--- src/hdl/i2tac_pkg.sv ---
`default_nettype none

package i2tac_pkg;

  localparam int STACK_DEPTH_DEF = 16;
  localparam int TEMP_BITS_DEF   = 8;

  // ascii codes
  localparam logic [7:0] CH_PLUS  = 8'h2b;
  localparam logic [7:0] CH_MINUS = 8'h2d;
  localparam logic [7:0] CH_TIMES = 8'h2a;
  localparam logic [7:0] CH_DIV   = 8'h2f;
  localparam logic [7:0] CH_LPAR  = 8'h28;
  localparam logic [7:0] CH_RPAR  = 8'h29;
  localparam logic [7:0] CH_D0    = 8'h30;
  localparam logic [7:0] CH_D9    = 8'h39;
  localparam logic [7:0] CH_UA    = 8'h41;
  localparam logic [7:0] CH_UZ    = 8'h5a;
  localparam logic [7:0] CH_LA    = 8'h61;
  localparam logic [7:0] CH_LZ    = 8'h7a;

  // operator stack entries
  typedef logic [2:0] opr_t;
  localparam opr_t OPR_ADD  = 3'd0;
  localparam opr_t OPR_SUB  = 3'd1;
  localparam opr_t OPR_MUL  = 3'd2;
  localparam opr_t OPR_DIV  = 3'd3;
  localparam opr_t OPR_LPAR = 3'd4;

  typedef logic [1:0] fault_t;
  localparam fault_t FLT_NONE      = 2'd0;
  localparam fault_t FLT_UNDERFLOW = 2'd1;
  localparam fault_t FLT_UNMATCHED = 2'd2;
  localparam fault_t FLT_OVERFLOW  = 2'd3;

  typedef logic [2:0] cls_t;
  localparam cls_t CLS_OTHER = 3'd0;
  localparam cls_t CLS_OPND  = 3'd1;
  localparam cls_t CLS_LPAR  = 3'd2;
  localparam cls_t CLS_RPAR  = 3'd3;
  localparam cls_t CLS_OPER  = 3'd4;

  typedef struct packed {
    logic [7:0] dest_temp;
    logic       left_is_temp;
    logic [7:0] left_value;
    logic [1:0] op_code;
    logic       right_is_temp;
    logic [7:0] right_value;
    fault_t     fault_code;
  } result_t;

  // controller -> datapath
  typedef struct packed {
    logic   accept;
    logic   push_opd;
    logic   push_lpar;
    logic   push_op;
    logic   pop_opr;
    logic   apply;
    logic   fault;
    fault_t fault_code;
    logic   clr_opd;
    logic   drain;
  } cmd_t;

  // datapath -> controller
  typedef struct packed {
    cls_t cls;
    logic eoe;
    logic opr_empty;
    logic opr_full;
    logic opd_full;
    logic opd_lt2;
    logic top_paren;
    logic top_prec_ge;
    logic can_emit;
    logic out_free;
    logic pend_valid;
  } status_t;

  function automatic cls_t char_class(input logic [7:0] ch);
    cls_t c;
    c = CLS_OTHER;
    if ((ch >= CH_D0 && ch <= CH_D9) || (ch >= CH_UA && ch <= CH_UZ) ||
        (ch >= CH_LA && ch <= CH_LZ)) begin
      c = CLS_OPND;
    end else begin
      unique case (ch) inside
        CH_LPAR:                             c = CLS_LPAR;
        CH_RPAR:                             c = CLS_RPAR;
        CH_PLUS, CH_MINUS, CH_TIMES, CH_DIV: c = CLS_OPER;
        default:                             c = CLS_OTHER;
      endcase
    end
    return c;
  endfunction

  function automatic opr_t op_of_char(input logic [7:0] ch);
    opr_t o;
    unique case (ch)
      CH_PLUS:  o = OPR_ADD;
      CH_MINUS: o = OPR_SUB;
      CH_TIMES: o = OPR_MUL;
      CH_DIV:   o = OPR_DIV;
      default:  o = OPR_LPAR;
    endcase
    return o;
  endfunction

  function automatic logic [1:0] prec_of(input opr_t o);
    logic [1:0] p;
    case (o) inside
      OPR_ADD, OPR_SUB: p = 2'd1;
      OPR_MUL, OPR_DIV: p = 2'd2;
      default:          p = 2'd0;
    endcase
    return p;
  endfunction

endpackage

`default_nettype wire

--- src/hdl/i2tac_ctrl.sv ---
`default_nettype none

module i2tac_ctrl (
  input  wire logic                clk,
  input  wire logic                rst_n,
  input  wire logic                in_tvalid,
  output logic                     in_tready,
  input  wire i2tac_pkg::status_t  st,
  output i2tac_pkg::cmd_t          cmd
);
  import i2tac_pkg::*;

  localparam logic [3:0] S_IDLE   = 4'd0;
  localparam logic [3:0] S_DEC    = 4'd1;
  localparam logic [3:0] S_CLOSE  = 4'd2;
  localparam logic [3:0] S_WCLOSE = 4'd3;
  localparam logic [3:0] S_OPL    = 4'd4;
  localparam logic [3:0] S_WOP    = 4'd5;
  localparam logic [3:0] S_FLUSH  = 4'd6;
  localparam logic [3:0] S_WFLUSH = 4'd7;
  localparam logic [3:0] S_DONE   = 4'd8;

  logic [3:0] state_r, state_nxt;

  assign in_tready = (state_r == S_IDLE);

  always_comb begin
    cmd       = '0;
    state_nxt = state_r;
    unique case (state_r)
      S_IDLE: begin
        if (in_tvalid) begin
          cmd.accept = 1'b1;
          state_nxt  = S_DEC;
        end
      end
      S_DEC: begin
        case (st.cls)
          CLS_OPND: begin
            if (!st.opd_full) begin
              cmd.push_opd = 1'b1;
              state_nxt    = S_WFLUSH;
            end else if (st.can_emit) begin
              cmd.fault      = 1'b1;
              cmd.fault_code = FLT_OVERFLOW;
              state_nxt      = S_DONE;
            end
          end
          CLS_LPAR: begin
            if (!st.opr_full) begin
              cmd.push_lpar = 1'b1;
              state_nxt     = S_WFLUSH;
            end else if (st.can_emit) begin
              cmd.fault      = 1'b1;
              cmd.fault_code = FLT_OVERFLOW;
              state_nxt      = S_DONE;
            end
          end
          CLS_RPAR: state_nxt = S_CLOSE;
          CLS_OPER: state_nxt = S_OPL;
          default:  state_nxt = S_FLUSH;
        endcase
      end
      S_CLOSE: begin
        if (st.opr_empty) begin
          if (st.can_emit) begin
            cmd.fault      = 1'b1;
            cmd.fault_code = FLT_UNMATCHED;
            state_nxt      = S_DONE;
          end
        end else if (st.top_paren) begin
          cmd.pop_opr = 1'b1;
          state_nxt   = S_WFLUSH;
        end else if (st.can_emit) begin
          if (st.opd_lt2) begin
            cmd.fault      = 1'b1;
            cmd.fault_code = FLT_UNDERFLOW;
            state_nxt      = S_DONE;
          end else begin
            cmd.apply = 1'b1;
            state_nxt = S_WCLOSE;
          end
        end
      end
      S_WCLOSE: state_nxt = S_CLOSE;
      S_OPL: begin
        if (!st.opr_empty && st.top_prec_ge) begin
          if (st.can_emit) begin
            if (st.opd_lt2) begin
              cmd.fault      = 1'b1;
              cmd.fault_code = FLT_UNDERFLOW;
              state_nxt      = S_DONE;
            end else begin
              cmd.apply = 1'b1;
              state_nxt = S_WOP;
            end
          end
        end else if (!st.opr_full) begin
          cmd.push_op = 1'b1;
          state_nxt   = S_WFLUSH;
        end else if (st.can_emit) begin
          cmd.fault      = 1'b1;
          cmd.fault_code = FLT_OVERFLOW;
          state_nxt      = S_DONE;
        end
      end
      S_WOP: state_nxt = S_OPL;
      S_FLUSH: begin
        if (!st.eoe) begin
          state_nxt = S_DONE;
        end else if (st.opr_empty) begin
          cmd.clr_opd = 1'b1;
          state_nxt   = S_DONE;
        end else if (st.top_paren) begin
          cmd.pop_opr = 1'b1;
          state_nxt   = S_WFLUSH;
        end else if (st.can_emit) begin
          if (st.opd_lt2) begin
            cmd.fault      = 1'b1;
            cmd.fault_code = FLT_UNDERFLOW;
            state_nxt      = S_DONE;
          end else begin
            cmd.apply = 1'b1;
            state_nxt = S_WFLUSH;
          end
        end
      end
      S_WFLUSH: state_nxt = S_FLUSH;
      S_DONE: begin
        if (!st.pend_valid) begin
          state_nxt = S_IDLE;
        end else if (st.out_free) begin
          cmd.drain = 1'b1;
          state_nxt = S_IDLE;
        end
      end
      default: state_nxt = S_IDLE;
    endcase
  end

  always_ff @(posedge clk) begin
    if (!rst_n) begin
      state_r <= S_IDLE;
    end else begin
      state_r <= state_nxt;
    end
  end

endmodule

`default_nettype wire

--- src/hdl/i2tac_dp.sv ---
`default_nettype none

module i2tac_dp #(
  parameter int STACK_DEPTH = i2tac_pkg::STACK_DEPTH_DEF,
  parameter int TEMP_BITS   = i2tac_pkg::TEMP_BITS_DEF
) (
  input  wire logic               clk,
  input  wire logic               rst_n,
  input  wire logic [7:0]         in_char,
  input  wire logic               in_eoe,
  input  wire i2tac_pkg::cmd_t    cmd,
  output i2tac_pkg::status_t      st,
  input  wire logic               out_tready,
  output logic                    out_valid,
  output i2tac_pkg::result_t      out_res,
  output logic                    out_last
);
  import i2tac_pkg::*;

  localparam int CW = $clog2(STACK_DEPTH + 1);
  localparam int AW = $clog2(STACK_DEPTH);

  logic [7:0]           chr_r;
  logic                 eoe_r;
  logic [CW-1:0]        opr_cnt_r, opr_cnt_nxt;
  logic [CW-1:0]        opd_cnt_r, opd_cnt_nxt;
  logic [TEMP_BITS-1:0] temp_r;

  opr_t                 opr_mem [STACK_DEPTH];
  logic [8:0]           opd_mem [STACK_DEPTH];
  opr_t                 opr_top_r;
  logic [8:0]           opd_rt_r;
  logic [8:0]           opd_lf_r;

  logic [CW-1:0]        opr_cnt_m1, opd_cnt_m1, opd_cnt_m2;
  logic                 opr_we, opd_we;
  logic [AW-1:0]        opd_wa;
  opr_t                 opr_wd;
  logic [8:0]           opd_wd;
  logic [7:0]           dest8;

  logic                 produce, load_out;
  result_t              new_res;
  logic                 pend_valid_r;
  result_t              pend_res_r;
  logic                 out_valid_r;
  result_t              out_res_r;
  logic                 out_last_r;

  assign opr_cnt_m1 = opr_cnt_r - CW'(1);
  assign opd_cnt_m1 = opd_cnt_r - CW'(1);
  assign opd_cnt_m2 = opd_cnt_r - CW'(2);
  assign dest8      = 8'(temp_r);

  // status toward the controller
  always_comb begin
    st.cls         = char_class(chr_r);
    st.eoe         = eoe_r;
    st.opr_empty   = (opr_cnt_r == '0);
    st.opr_full    = (opr_cnt_r == CW'(STACK_DEPTH));
    st.opd_full    = (opd_cnt_r == CW'(STACK_DEPTH));
    st.opd_lt2     = (opd_cnt_r < CW'(2));
    st.top_paren   = (opr_top_r == OPR_LPAR);
    st.top_prec_ge = (prec_of(opr_top_r) >= prec_of(op_of_char(chr_r)));
    st.out_free    = !out_valid_r || out_tready;
    st.can_emit    = !pend_valid_r || !out_valid_r || out_tready;
    st.pend_valid  = pend_valid_r;
  end

  // stack pointers and temp counter
  always_comb begin
    opr_cnt_nxt = opr_cnt_r;
    opd_cnt_nxt = opd_cnt_r;
    if (cmd.fault) begin
      opr_cnt_nxt = '0;
      opd_cnt_nxt = '0;
    end else begin
      if (cmd.push_lpar || cmd.push_op) opr_cnt_nxt = opr_cnt_r + CW'(1);
      if (cmd.pop_opr || cmd.apply)     opr_cnt_nxt = opr_cnt_m1;
      if (cmd.push_opd)                 opd_cnt_nxt = opd_cnt_r + CW'(1);
      if (cmd.apply)                    opd_cnt_nxt = opd_cnt_m1;
      if (cmd.clr_opd)                  opd_cnt_nxt = '0;
    end
  end

  always_ff @(posedge clk) begin
    if (!rst_n) begin
      opr_cnt_r <= '0;
      opd_cnt_r <= '0;
      temp_r    <= '0;
    end else begin
      opr_cnt_r <= opr_cnt_nxt;
      opd_cnt_r <= opd_cnt_nxt;
      if (cmd.apply) temp_r <= temp_r + TEMP_BITS'(1);
    end
  end

  always_ff @(posedge clk) begin
    if (cmd.accept) begin
      chr_r <= in_char;
      eoe_r <= in_eoe;
    end
  end

  // stack memories, read data registered from the current pointers
  assign opr_we = cmd.push_lpar || cmd.push_op;
  assign opr_wd = cmd.push_lpar ? OPR_LPAR : op_of_char(chr_r);
  assign opd_we = cmd.push_opd || cmd.apply;
  assign opd_wa = cmd.apply ? opd_cnt_m2[AW-1:0] : opd_cnt_r[AW-1:0];
  assign opd_wd = cmd.apply ? {1'b1, dest8} : {1'b0, chr_r};

  always_ff @(posedge clk) begin
    if (opr_we) opr_mem[opr_cnt_r[AW-1:0]] <= opr_wd;
    opr_top_r <= opr_mem[opr_cnt_m1[AW-1:0]];
  end

  always_ff @(posedge clk) begin
    if (opd_we) opd_mem[opd_wa] <= opd_wd;
    opd_rt_r <= opd_mem[opd_cnt_m1[AW-1:0]];
    opd_lf_r <= opd_mem[opd_cnt_m2[AW-1:0]];
  end

  // result staging: one pending item so the last one of a run can be marked
  assign produce  = cmd.apply || cmd.fault;
  assign load_out = (produce && pend_valid_r) || cmd.drain;

  always_comb begin
    new_res = '0;
    if (cmd.fault) begin
      new_res.fault_code = cmd.fault_code;
    end else begin
      new_res.dest_temp     = dest8;
      new_res.left_is_temp  = opd_lf_r[8];
      new_res.left_value    = opd_lf_r[7:0];
      new_res.op_code       = opr_top_r[1:0];
      new_res.right_is_temp = opd_rt_r[8];
      new_res.right_value   = opd_rt_r[7:0];
      new_res.fault_code    = FLT_NONE;
    end
  end

  always_ff @(posedge clk) begin
    if (!rst_n) begin
      pend_valid_r <= 1'b0;
      out_valid_r  <= 1'b0;
    end else begin
      if (produce) begin
        pend_valid_r <= 1'b1;
      end else if (cmd.drain) begin
        pend_valid_r <= 1'b0;
      end
      if (load_out) begin
        out_valid_r <= 1'b1;
      end else if (out_tready) begin
        out_valid_r <= 1'b0;
      end
    end
  end

  always_ff @(posedge clk) begin
    if (produce) pend_res_r <= new_res;
    if (load_out) begin
      out_res_r  <= pend_res_r;
      out_last_r <= cmd.drain;
    end
  end

  assign out_valid = out_valid_r;
  assign out_res   = out_res_r;
  assign out_last  = out_last_r;

  a_opr_bound: assert property (@(posedge clk) disable iff (!rst_n)
    opr_cnt_r <= CW'(STACK_DEPTH))
    else $error("operator pointer beyond depth");

  a_opd_bound: assert property (@(posedge clk) disable iff (!rst_n)
    opd_cnt_r <= CW'(STACK_DEPTH))
    else $error("operand pointer beyond depth");

  a_apply_two: assert property (@(posedge clk) disable iff (!rst_n)
    cmd.apply |-> (opd_cnt_r >= CW'(2)) && !st.opr_empty && !st.top_paren)
    else $error("apply without two operands or an operator");

  a_no_overwrite: assert property (@(posedge clk) disable iff (!rst_n)
    load_out |-> (!out_valid_r || out_tready))
    else $error("output item overwritten");

  a_drain_empties: assert property (@(posedge clk) disable iff (!rst_n)
    cmd.drain |=> !pend_valid_r && out_valid_r && out_last_r)
    else $error("drain did not deliver the last item");

endmodule

`default_nettype wire

--- src/hdl/infix_to_three_address_code.sv ---
`default_nettype none
// sequencing: an item holds the input from acceptance through decode, the operator pops
//   (instructions emitted, open parens popped) and the flush check; a fault ends it at once;
//   output stalls add to this
// throughput: one item at a time; the next item is taken once the previous run is
//   handed to the output register, which may still wait for out_tready
// reset: rst_n synchronous, active low; clears stack pointers, temp counter and valids

module infix_to_three_address_code #(
  parameter int STACK_DEPTH = i2tac_pkg::STACK_DEPTH_DEF,
  parameter int TEMP_BITS   = i2tac_pkg::TEMP_BITS_DEF
) (
  input  wire logic        clk,
  input  wire logic        rst_n,
  // input characters
  input  wire logic        in_tvalid,
  output logic             in_tready,
  input  wire logic [7:0]  in_tdata,   // [7:0] char_code
  input  wire logic        in_tlast,   // end_of_expr
  // three-address instructions and fault items
  output logic             out_tvalid,
  input  wire logic        out_tready,
  output logic [31:0]      out_tdata,  // [7:0] dest_temp, [8] left_is_temp,
                                       // [16:9] left_value, [18:17] op_code,
                                       // [19] right_is_temp, [27:20] right_value,
                                       // [29:28] fault_code, [31:30] zero
  output logic             out_tlast   // last_of_run
);
  import i2tac_pkg::*;

  cmd_t    cmd;
  status_t st;
  result_t res;
  logic    res_valid;
  logic    res_last;

  // sequencer: decode, operator pop loops, expression flush
  i2tac_ctrl u_ctrl (
    .clk       (clk),
    .rst_n     (rst_n),
    .in_tvalid (in_tvalid),
    .in_tready (in_tready),
    .st        (st),
    .cmd       (cmd)
  );

  // stacks, temp counter and result staging
  i2tac_dp #(
    .STACK_DEPTH (STACK_DEPTH),
    .TEMP_BITS   (TEMP_BITS)
  ) u_dp (
    .clk        (clk),
    .rst_n      (rst_n),
    .in_char    (in_tdata),
    .in_eoe     (in_tlast),
    .cmd        (cmd),
    .st         (st),
    .out_tready (out_tready),
    .out_valid  (res_valid),
    .out_res    (res),
    .out_last   (res_last)
  );

  // pack the result, first field lowest
  assign out_tvalid = res_valid;
  assign out_tlast  = res_last;
  assign out_tdata  = {2'b00, res.fault_code, res.right_value, res.right_is_temp,
                       res.op_code, res.left_value, res.left_is_temp, res.dest_temp};

endmodule

`default_nettype wire

--- config.mk ---
export PLATFORM = sky130hd
export DESIGN_NAME = infix_to_three_address_code
export DESIGN_NICKNAME = d
export VERILOG_FILES = /design/src/hdl/i2tac_pkg.sv /design/src/hdl/i2tac_ctrl.sv /design/src/hdl/i2tac_dp.sv /design/src/hdl/infix_to_three_address_code.sv
export SDC_FILE = /design/constraint.sdc
export NUM_CORES = 1
export LEC_CHECK = 0
export ABC_AREA = 0
export BUFFER_PORTS_ARGS = -buffer_cell sky130_fd_sc_hd__buf_2
export CORE_MARGIN = 3
export CORE_UTILIZATION = 40
export DETAILED_ROUTE_END_ITERATION = 12
export SYNTH_ARGS = -nofsm -noshare
export SYNTH_HDL_FRONTEND = slang
export SYNTH_SLANG_ARGS = --single-unit
--- constraint.sdc ---
create_clock -name clk -period 9 [get_ports clk]
set_input_delay 2.25 -clock clk [delete_from_list [all_inputs] [get_ports clk]]
set_output_delay 2.25 -clock clk [all_outputs]
set_load 0.02 [all_outputs]
==> flow_metrics.py <==
metrics = {
    "status": {
        "status": "finished, final reports clean",
    },
    "synth": {
        "synthAdderAreaFrac": 0.01216,
        "synth.cell_area_um2": 13380,
        "ys_ff_latch": 307,
        "avgSynthCellArea_um2": 16.64,
        "synth_area_leaders": "edfxtp_1 59%, mux4_2 18%, dfxtp_1 6.7%",
        "syn_inst": 804,
        "synth_cell_types": 57,
        "synthArstFlopShare": 0,
        "synth.area.mux_share": 0.1791,
        "synth_compound_area_frac": 0.03460,
        "yosys.area.top_type": "edfxtp_1",
        "synth_common_cells": "262 x edfxtp_1, 105 x mux4_2, 49 x nand2_1",
        "yosysMostFrequentCell": "edfxtp_1",
        "synth-simple-area-share": 0.08304,
        "ys_seq_area_frac": 0.6554,
        "yosys_warnings": 0,
        "synth_xor_area_frac": 0.01440,
        "synth_top_area_share": 0.5880,
        "dominantRegCellSynth": "edfxtp_1",
        "synth-edff-count": 262,
        "synth_top_family_by_area": "multiplexers",
    },
    "sta": {
        "tightestPinTransition_ns": 1.265,
        "finalSetupViolCount": 0,
        "grt_setup_unrepaired": "false",
        "drv_slew": 0,
        "fin_tns_setup_ns": 0,
        "fmax_mhz": 185.3,
        "fin_ws_ns": 3.604,
        "slew_headroom": 0.1500,
        "min_period_ns": 5.396,
        "period_share": 0.5996,
        "fin_skew_ns": 0.008049,
        "hold_viol": 0,
    },
    "cts": {
        "cts_setup_buffers": 0,
        "clkTransAtPathRegs_ns": 0.06,
        "cts_tree": "yes",
        "cts_buffers": 30,
        "clkSinkCount": 307,
        "cts_max_level": 1,
        "cts_resized": 0,
        "clock_latency_ns": 0.55,
        "cts-root-buf": "clkbuf_16",
        "holdBufCountCts": 0,
        "cts_buffer_depth": 3,
    },
    "floorplanning": {
        "dieArea_um2": 35680,
        "coreArea_um2": 32780,
        "die_w_um": 188.9,
        "start_util": 0.4081,
        "ios": 48,
        "fp.dieH_um": 188.9,
        "num_rows": 66,
    },
    "routing": {
        "post_drt_via_cell_ratio": 5.576,
        "drt_pass1_iterations": 5,
        "initialDrtViolationCount": 725,
        "dr_total_vias": 7349,
        "routedWlPerCell_um": 21.23,
        "wl_um": 27990,
        "drc": 0,
        "ant_nets": 0,
    },
    "place": {
        "place_congestion": 0.8751,
        "place_inst": 1262,
        "dpl.hpwl_um": 19320,
        "place_ws_ns": 3.072,
        "place_area_um2": 14130,
        "io_buffer_count": 45,
    },
    "final_layout": {
        "multi_input_area_um2": 4369,
        "area_growth_pct": 12.84,
        "fin_util": 0.4605,
        "drive_gt1_frac": 0.2626,
        "regArea_um2": 8773,
        "stdcell_area_um2": 15100,
        "antennaDiodeCount": 0,
        "nNetsFinal": 878,
        "fin_cells": 1318,
        "fillCellCount": 2806,
    },
    "power": {
        "internal-power_mw": 2.624,
        "p_sw_mw": 0.9572,
        "p_seq_frac": 0.492,
        "pwr-share-clk": 0.336,
        "p_comb_frac": 0.172,
        "total_leakage_power_nw": 4.888,
        "switching_share": 0.2673,
        "powerDensity_nw_per_um2": 237.2,
        "ir_drop_uv": 137.0,
    },
    "worst_setup_path": {
        "cp_data_required_time_ns": 9.16,
        "cp-start-kind": "primary input",
        "path_max_fanout": 42,
        "end_kind": "flip-flop",
        "crit_type": "in2reg",
        "worstPathArrival_ns": 5.56,
    },
    "global_route": {
        "grt_pass1_wl_um": 44220,
        "grt_pass1_vias": 7208,
        "grt-ovfl-total": 0,
        "grt_usage": 0.1587,
        "antenna_found_initial": 3,
        "grt_max_degree": 63,
    },
    "min_path": {
        "hold_path.class": "reg2reg",
    },
    "run": {
        "maxCapViolCount": 0,
    },
}
==> stage by stage <==
step	power (mW)	hold WS [ns]
after floorplan	2.222	0.4003
after global placement	2.412	0.4019
after detailed placement	2.414	0.4045
after CTS	3.612	0.4188
after global routing	3.745	0.4232
final	3.581	0.4177
==> final cells by class <==
class                           instances  area share
Sequential cell                       307      0.5811
Clock inverter                         21     0.01210
Tap cell                              442     0.03663
Multi-Input combinational cell        432      0.2894
Timing Repair Buffer                   66     0.02536
Clock buffer                           35     0.05163
Inverter                               15    0.003729
==> worst max-delay path: stages <==
cell and delay (ns):
buf_2 0.09, and3b_1 0.29, nor2_1 0.13, nand3_1 0.09
or2_1 0.51, inv_2 0.64, a21oi_1 0.42, nor3_1 1.10
==> metal layers <==
| metal | GRT usage | vias up | part of all wire |
|---|---|---|---|
| li1 | - | 3304 | - |
| met1 | 0.2369 | 3751 | 0.45 |
| met4 | 0.04010 | 6 | 0.023 |
| met2 | 0.2438 | 246 | 0.46 |
| met5 | 0 | - | 0.0016 |
| met3 | 0.02796 | 42 | 0.060 |
==> final timing paths <==
check                                                  startpoint                           end  slack (ns)  cells after the start
worst min-delay path            u_dp.pend_res_r[20]$_SDFFCE_PP0P_    u_dp.out_res[20]$_DFFE_PP_        0.42                      0
worst min register to register  u_dp.pend_res_r[20]$_SDFFCE_PP0P_    u_dp.out_res[20]$_DFFE_PP_        0.42                      0
worst max register to register            u_dp.chr_r[4]$_DFFE_PP_  u_dp.opd_mem[5][6]$_DFFE_PP_        3.85                     10
worst max-delay path                                   out_tready  u_dp.opd_mem[5][6]$_DFFE_PP_        3.60                      8
==> kinds of logic (layout without fill, tap and decap cells) <==
group / count (synthesis) / in the layout
buf+inv: 66 / 137
other cells: 1 / 2
fa+ha+maj: 13 / 13
mux: 108 / 108
xor+xnor: 22 / 22
compound gates: 74 / 74
flops: 307 / 307
simple gates: 213 / 213
==> cell usage in the layout (no fill, tap or decap), types with 5 or more instances in the layout <==
cell type / n
and2_1: 11
inv_1: 13
ha_1: 12
dfxtp_1: 43
nand3_1: 11
buf_4: 21
o21ai_0: 12
edfxtp_1: 262
clkbuf_16: 30
nor3_1: 28
nor2_1: 37
nor2b_1: 5
mux4_2: 105
xor2_1: 6
a31oi_1: 9
xnor2_1: 15
clkinv_1: 7
a21oi_1: 23
and3_1: 39
nand2_1: 49
buf_2: 45
==> power groups by stage <==
stage / Clock [mW] / Sequential (mW) / Combinational (mW)
after floorplan: 0 / 1.75 / 0.472
after global placement: 0 / 1.79 / 0.618
after detailed placement: 0 / 1.79 / 0.621
after CTS: 1.23 / 1.76 / 0.623
after global routing: 1.29 / 1.77 / 0.678
final: 1.20 / 1.76 / 0.616
==> sequential cells by signal, summed over array words and instances (netlist names) <==
register and count:
u_dp.opd_cnt_r 5, u_ctrl.state_r 4, u_dp.dest8 8, u_dp.chr_r 8, u_dp.pend_res_r 30, u_dp.opd_rt_r 9, u_dp.opd_lf_r 9, u_dp.out_last 1
u_dp.opr_top_r 3, u_dp.pend_valid_r 1, u_dp.opr_cnt_r 5, u_dp.out_res 30, u_dp.eoe_r 1, u_dp.opd_mem 144, u_dp.out_valid 1, u_dp.opr_mem 48
Note: power is estimated with default switching activity, not from simulation.
